<file path="src/trc_pkg.sv">
// ----------------------------------------------------------------------------
// trc_pkg: shared types and constants for the TTL keyed range cache
// Entry layout, widths, operation codes and controller/datapath interfaces.
// ----------------------------------------------------------------------------
package trc_pkg;

   localparam int ENTRIES = 128;
   localparam int IDX_W   = (ENTRIES > 1) ? $clog2(ENTRIES) : 1;
   localparam int KEY_W   = 32;
   localparam int RANGE_W = 64;
   localparam int NOW_W   = 63;
   localparam int AGE_W   = 32;

   localparam logic [AGE_W-1:0] MAX_AGE_RESET = AGE_W'(2000);

   localparam logic OP_LOOKUP = 1'b0;
   localparam logic OP_STORE  = 1'b1;

   typedef struct packed {
      logic [KEY_W-1:0]   key;
      logic [RANGE_W-1:0] base;
      logic [RANGE_W-1:0] size;
      logic [NOW_W-1:0]   stamp;
   } trc_entry_type;

   localparam int ENTRY_W = $bits(trc_entry_type);

   // controller -> datapath
   typedef struct packed {
      logic load;         // capture request, clear result and scan pipeline
      logic write;        // store request into the slot under the pointer
      logic scan_rd;      // read slot at scan address, advance scan address
      logic scan_active;  // hits may be captured
   } trc_cmd_type;

   // datapath -> controller
   typedef struct packed {
      logic is_store;
      logic key_zero;
      logic addr_last;
      logic pipe_empty;
      logic hit;
   } trc_sts_type;

endpackage

</file>
<file path="src/trc_ctrl.sv">
// ----------------------------------------------------------------------------
// trc_ctrl: sequencer for the TTL keyed range cache
// Dispatches stores and lookups, runs the slot scan and issues the result.
// ----------------------------------------------------------------------------
module trc_ctrl
   import trc_pkg::*;
(
   input  logic        clock,
   input  logic        reset,
   input  logic        start,
   output logic        busy,
   output logic        rsp_valid,
   output trc_cmd_type cmd,
   input  trc_sts_type sts
);

   typedef enum logic [4:0] {
      S_IDLE     = 5'b00001,
      S_DISPATCH = 5'b00010,
      S_SCAN     = 5'b00100,
      S_DRAIN    = 5'b01000,
      S_RESP     = 5'b10000
   } trc_state_type;

   trc_state_type state_ff, state_in;

   always_comb begin
      state_in = state_ff;
      case (state_ff)
         S_IDLE: begin
            if (start) begin
               state_in = S_DISPATCH;
            end
         end
         S_DISPATCH: begin
            if (sts.is_store || sts.key_zero) begin
               state_in = S_RESP;
            end else begin
               state_in = S_SCAN;
            end
         end
         S_SCAN: begin
            if (sts.hit) begin
               state_in = S_RESP;
            end else if (sts.addr_last) begin
               state_in = S_DRAIN;
            end
         end
         S_DRAIN: begin
            if (sts.hit || sts.pipe_empty) begin
               state_in = S_RESP;
            end
         end
         S_RESP:  state_in = S_IDLE;
         default: state_in = S_IDLE;
      endcase
   end

   always_ff @(posedge clock) begin
      if (reset) begin
         state_ff <= S_IDLE;
      end else begin
         state_ff <= state_in;
      end
   end

   always_comb begin
      cmd.load        = (state_ff == S_IDLE) && start;
      cmd.write       = (state_ff == S_DISPATCH) && sts.is_store;
      cmd.scan_rd     = (state_ff == S_SCAN);
      cmd.scan_active = (state_ff == S_SCAN) || (state_ff == S_DRAIN);
   end

   assign busy      = (state_ff != S_IDLE);
   assign rsp_valid = (state_ff == S_RESP);

endmodule

</file>
<file path="config.mk">
export PLATFORM = sky130hd
export DESIGN_NAME = trc_ctrl
export DESIGN_NICKNAME = d
export VERILOG_FILES = /design/src/trc_pkg.sv /design/src/trc_ctrl.sv
export SDC_FILE = /design/constraint.sdc
export NUM_CORES = 1
export LEC_CHECK = 0
export ABC_AREA = 1
export ABC_CLOCK_PERIOD_IN_PS = 1450
export BUFFER_PORTS_ARGS = -buffer_cell sky130_fd_sc_hd__buf_2
export CORE_AREA = 2 2 39 41
export DETAILED_ROUTE_END_ITERATION = 8
export DIE_AREA = 0 0 41 43
export MAX_ROUTING_LAYER = met4
export SLEW_MARGIN = 20
export SYNTH_ARGS = -nofsm -noshare
export SYNTH_HDL_FRONTEND = slang
export SYNTH_SLANG_ARGS = --single-unit
</file>
<file path="constraint.sdc">
create_clock -name clock -period 1.45 [get_ports clock]
set_clock_uncertainty 0.2 [all_clocks]
set_input_delay 0.145 -clock clock [delete_from_list [all_inputs] [get_ports clock]]
set_output_delay 0.145 -clock clock [all_outputs]
set_load 0.05 [all_outputs]
</file>
Yosys cells after proc, flatten, opt, wreduce, memory -nomap -nowiden
Index checks and enable logic that the tools add are counted.
W data, S select, Z words.
- register bits: 5
- input bits: 8
- output and inout bits: 6
- word-level logic and storage cells: 22
- equality and inequality tests: 9
- muxes and demuxes: 6
- reduce and logical (&&, ||, !) cells: 6
- operators with widths (operator ; number):
    $mux W5 ; 5
    $pmux W5 S4 ; 1
    $eq A5 B1 Y1 const B ; 1
    $eq A5 B2 Y1 const B ; 1
    $eq A5 B3 Y1 const B ; 1
    $eq A5 B4 Y1 const B ; 1
    $eq A5 B5 Y1 const B ; 1
    $ne A5 B1 Y1 const B ; 1
    $ne A2 B2 Y1 const B ; 2
    $logic_or A1 B1 Y1 ; 3
    $ne A3 B1 Y1 const B ; 1
    $reduce_and A3 Y1 ; 1
    $logic_and A1 B1 Y1 ; 2

Depth between registers and ports, before layout
- depth in word-level cells: 3
- depth in mapped cells: 8
- gate-level depth less buffers: 8

Worst setup path after synthesis
Ideal clock, no wire load.
- path type: flip-flop to output port
- from: reg state_ff[4]
- to: out rsp_valid
- arrival: 1980 ps
- data required time: 1105 ps
- setup slack: -875 ps
- cell stages (with the launch flop): 3
- buffers on the path: 0
- path through: dfxtp_1 -> inv_2 -> nor4_1
- word-level cells in the longest chain between the ends: 1
- RTL lines (what ; line ; RTL):
    start: declaration ; trc_ctrl.sv:25 ; trc_state_type state_ff, state_in;
    start signal: assignment ; trc_ctrl.sv:63 ; state_ff <= state_in;
    $eq A5 B5 Y1 ; trc_ctrl.sv:75 ; assign rsp_valid = (state_ff == S_RESP);
    end: declaration ; trc_ctrl.sv:12 ; output logic rsp_valid,
No other way between the ends.

==> out/qor.txt <==
RUN STATUS
----------------------------------------------------------------------------------
Outcome ............................................................. finished, violations left
Violated checks ..................................................... negative setup slack

SYNTH
----------------------------------------------------------------------------------
Syn_nets ............................................................           64
Post-synth EDFFs ....................................................            0
Most instantiated flip-flop cell in the synthesis netlist ........... sky130_fd_sc_hd__dfxtp_1
Synthesis Warnings ..................................................            0
Mapped Cells ........................................................           56
Unique cell type count in the Yosys netlist .........................           15
Most numerous cell types in the synthesized netlist ................. sky130_fd_sc_hd__nor2_1, sky130_fd_sc_hd__inv_1, sky130_fd_sc_hd__nand3_1
Most common cell in the netlist ..................................... sky130_fd_sc_hd__nor2_1
Post-synth top area share ...........................................        28.3%
Main area contributors after synthesis .............................. sky130_fd_sc_hd__dfxtp_1, sky130_fd_sc_hd__nor2_1, sky130_fd_sc_hd__inv_1, sky130_fd_sc_hd__nand3_1, sky130_fd_sc_hd__nand2_1
Sequential element share of the synthesized area ....................        28.3%
Post-synthesis async set-or-reset flop share ........................           0%
Area of the mapped netlist ..........................................     354 um^2
Avg Inst Size Synth .................................................    6.32 um^2
Register bit count reported by yosys ................................            5
Cell taking the most area after synthesis ........................... sky130_fd_sc_hd__dfxtp_1

CELLS AND AREA
----------------------------------------------------------------------------------
Top reg by flops ....................................................     state_ff
Storage cell area ...................................................     114 um^2
Count of fill cells added during filler insertion ...................          142
Number of flip-flops under the largest register name ................            5
Number of nets at the end of the flow ...............................           90
Finished Layout Cells ...............................................           97
Area growth, synth to finish ........................................        86.9%
Share of final-layout standard cells stronger than drive strength 1 .        67.9%
Antenna cells .......................................................            0
Util after Layout ...................................................        47.8%
Area used by multi-input combinational logic ........................     270 um^2
Largest registers ................................................... state_ff: 5 flops

CLOCK TREE
----------------------------------------------------------------------------------
TritonCTS clock tree ................................................          yes
Maximum buffer depth of the clock tree ..............................            2
Clock-pin slew on the worst setup and hold paths ....................      0.04 ns
Number of buffers added by the clock tree synthesis step ............            3
Total number of clock tree sinks ....................................            5
Number of H-tree branching levels ...................................            1
Clock root buffer ................................................... sky130_fd_sc_hd__clkbuf_4
Clock latency on the worst-skew pair ................................      0.24 ns

STA
----------------------------------------------------------------------------------
Number of hold-slack violations in the final timing report ..........            0
Worst slew margin relative to its limit .............................        86.7%
Hold slack ..........................................................  0.000995 ns
Minimum clock period ................................................      1.57 ns
Number of pins with negative max-slew slack in the final report .....            0
Tightest Pin Transition .............................................     0.199 ns
Setup repair after global routing missed its margin .................         true
Endpoints failing setup .............................................            6
Worst setup margin ..................................................    -0.123 ns
Fmax ................................................................    0.636 GHz
Period utilisation layout ...........................................         108%

WORST SETUP PATH
----------------------------------------------------------------------------------
Class of the most critical setup path ...............................      reg2out
Critical Path Start Type ............................................         flop
Category of the worst setup path capture point ...................... primary output
Highest cell delay on the worst timing path .........................      0.36 ns
Buffer and inverter count on the worst path .........................            3
Critical Path RT ....................................................      1.11 ns
Arrival time at the worst endpoint ..................................      1.23 ns
Critical Path, Cell by Cell ......................................... inv_4, nand2_4, nor3_4, buf_6, buf_8
Worst path top cell family by delay .................................   flip-flops
Slowest library cell on the worst path .............................. sky130_fd_sc_hd__dfxtp_4
Maximum net fanout on the critical path .............................            4

FLOW RUN
----------------------------------------------------------------------------------
Max cap viols .......................................................            0

GLOBAL ROUTING
----------------------------------------------------------------------------------
Grt ovf .............................................................            0
Via count of the first global-routing pass ..........................          388
Global Route Usage Sum ..............................................        13.1%
First-pass GRT wire length ..........................................      1480 um
Largest net degree at the start of global routing ...................            8
Number of antenna violations at the first check in global routing ...            0

ROUTING
----------------------------------------------------------------------------------
Pre-Repair DR Iteration Count .......................................            2
Detailed Route WL ...................................................      1030 um
Average routed wire per standard cell ...............................      10.6 um
Total via count in the routed design ................................          435
DRC violations left .................................................            0
Avg Vias per Cell ...................................................         4.48
Starting DRT DRC Count ..............................................            2
Antenna-violating nets left .........................................            0

WORST HOLD PATH
----------------------------------------------------------------------------------
Tightest Hold Check Type ............................................       in2reg

DIE
----------------------------------------------------------------------------------
Die width ...........................................................        41 um
Full die area ....................................................... 0.00176 mm^2
Placeable Area ...................................................... 0.00138 mm^2
I/O pins ............................................................           14
Effective utilization at floorplan ..................................        25.6%
Number of standard-cell rows in the floorplan .......................           14
Die height ..........................................................        43 um

PWR
----------------------------------------------------------------------------------
Power density over the cells ........................................  941 mW/mm^2
Leak Pwr ............................................................     0.314 nW
Peak supply drop ....................................................     0.445 mV

PLACEMENT
----------------------------------------------------------------------------------
Routability congestion estimate .....................................        0.756
Number of placed instances with taps included .......................           87
Detail Placement HPWL ...............................................       751 um
Count of buffers inserted at the top-level ports ....................           13
Placement-stage worst setup slack ...................................    0.0210 ns

==> through the flow <==
step                power (mW)  TNS [ns]  instance area [um^2]
floorplan                0.345    -0.697                   385
global placement         0.405         0                   485
detailed placement       0.407         0                   485
CTS                      0.608    -0.382                   601
global route             0.658    -0.930                   662
finish                   0.623    -0.427                   662
==> cell usage in the layout, fill, tap and decap left out <==
cell type	synthesis	layout
sky130_fd_sc_hd__a211oi_1	1	1
sky130_fd_sc_hd__buf_2	0	7
sky130_fd_sc_hd__buf_4	0	6
sky130_fd_sc_hd__buf_6	0	5
sky130_fd_sc_hd__buf_8	0	2
sky130_fd_sc_hd__clkbuf_1	0	1
sky130_fd_sc_hd__clkbuf_4	0	3
sky130_fd_sc_hd__dfxtp_2	0	2
sky130_fd_sc_hd__dfxtp_4	0	3
sky130_fd_sc_hd__dlygate4sd3_1	0	1
sky130_fd_sc_hd__inv_1	11	7
sky130_fd_sc_hd__inv_2	1	2
sky130_fd_sc_hd__inv_4	0	2
sky130_fd_sc_hd__inv_6	0	1
sky130_fd_sc_hd__nand2_1	5	1
sky130_fd_sc_hd__nand2_2	2	5
sky130_fd_sc_hd__nand2_4	0	1
sky130_fd_sc_hd__nand3_1	6	5
sky130_fd_sc_hd__nand3_2	1	2
sky130_fd_sc_hd__nand4_1	3	3
sky130_fd_sc_hd__nand4_2	1	1
sky130_fd_sc_hd__nor2_1	14	6
sky130_fd_sc_hd__nor2_2	3	8
sky130_fd_sc_hd__nor2_4	0	3
sky130_fd_sc_hd__nor3_1	1	1
sky130_fd_sc_hd__nor3_4	1	1
sky130_fd_sc_hd__nor4_2	0	1
==> metal layers <==
layer | global-route usage (%) | wire length, um
met4 | 10.0 | 11
met5 | - | 0
met1 | 16.0 | 435
met2 | 17.5 | 525
met3 | 3.14 | 58
==> area by class of cell <==
class / count / area share [%]
Inverter: 12 / 8.32
Tap cell: 16 / 3.02
Clock buffer: 4 / 3.97
Sequential cell: 5 / 17.2
Multi-Input combinational cell: 39 / 40.8
Timing Repair Buffer: 21 / 26.7
==> power breakdown <==
part,internal [mW],switching (mW),total (mW)
sequential,0.152,0.0210,0.173
combinational,0.111,0.178,0.289
clock,0.104,0.0561,0.160
==> worst register-to-register path, cell delays in order, from the launching register on <==
cell and delay [ns]:
sky130_fd_sc_hd__dfxtp_4 0.36, sky130_fd_sc_hd__inv_4 0.07, sky130_fd_sc_hd__nand2_4 0.06, sky130_fd_sc_hd__nor3_4 0.22
sky130_fd_sc_hd__buf_6 0.14, sky130_fd_sc_hd__buf_6 0.08, sky130_fd_sc_hd__nand2_2 0.04, sky130_fd_sc_hd__nand2_2 0.06
sky130_fd_sc_hd__nand2_2 0.05, sky130_fd_sc_hd__nor2_2 0.09
==> path summary, 6_finish.rpt <==
| kind | startpoint | endpoint | slack, ns | cells after the start |
|---|---|---|---|---|
| max reg2reg | state_ff[3] | state_ff[4] | 0.03 | 9 |
| max | state_ff[3] | cmd[1] | -0.12 | 5 |
| min | sts[2] | state_ff[2] | 0.001 | 4 |
| min reg2reg | state_ff[3] | state_ff[3] | 0.32 | 2 |
==> what timing repair did <==
action	4_1_cts	5_1_grt
hold buffers	1	0
resized for setup	19	18
gates cloned	0	0
setup buffers	4	1
endpoints found under the setup margin	6	9
hold endpoints to repair	4	0
pin swaps	3	5
==> kinds of logic after synthesis <==
kind of cell / after synthesis / synth area share, %
simple gates: 38 / 56.9
flops: 5 / 28.3
compound gates: 1 / 2.12
buf+inv: 12 / 12.7
No activity file was read; power rests on OpenSTA's default activity.
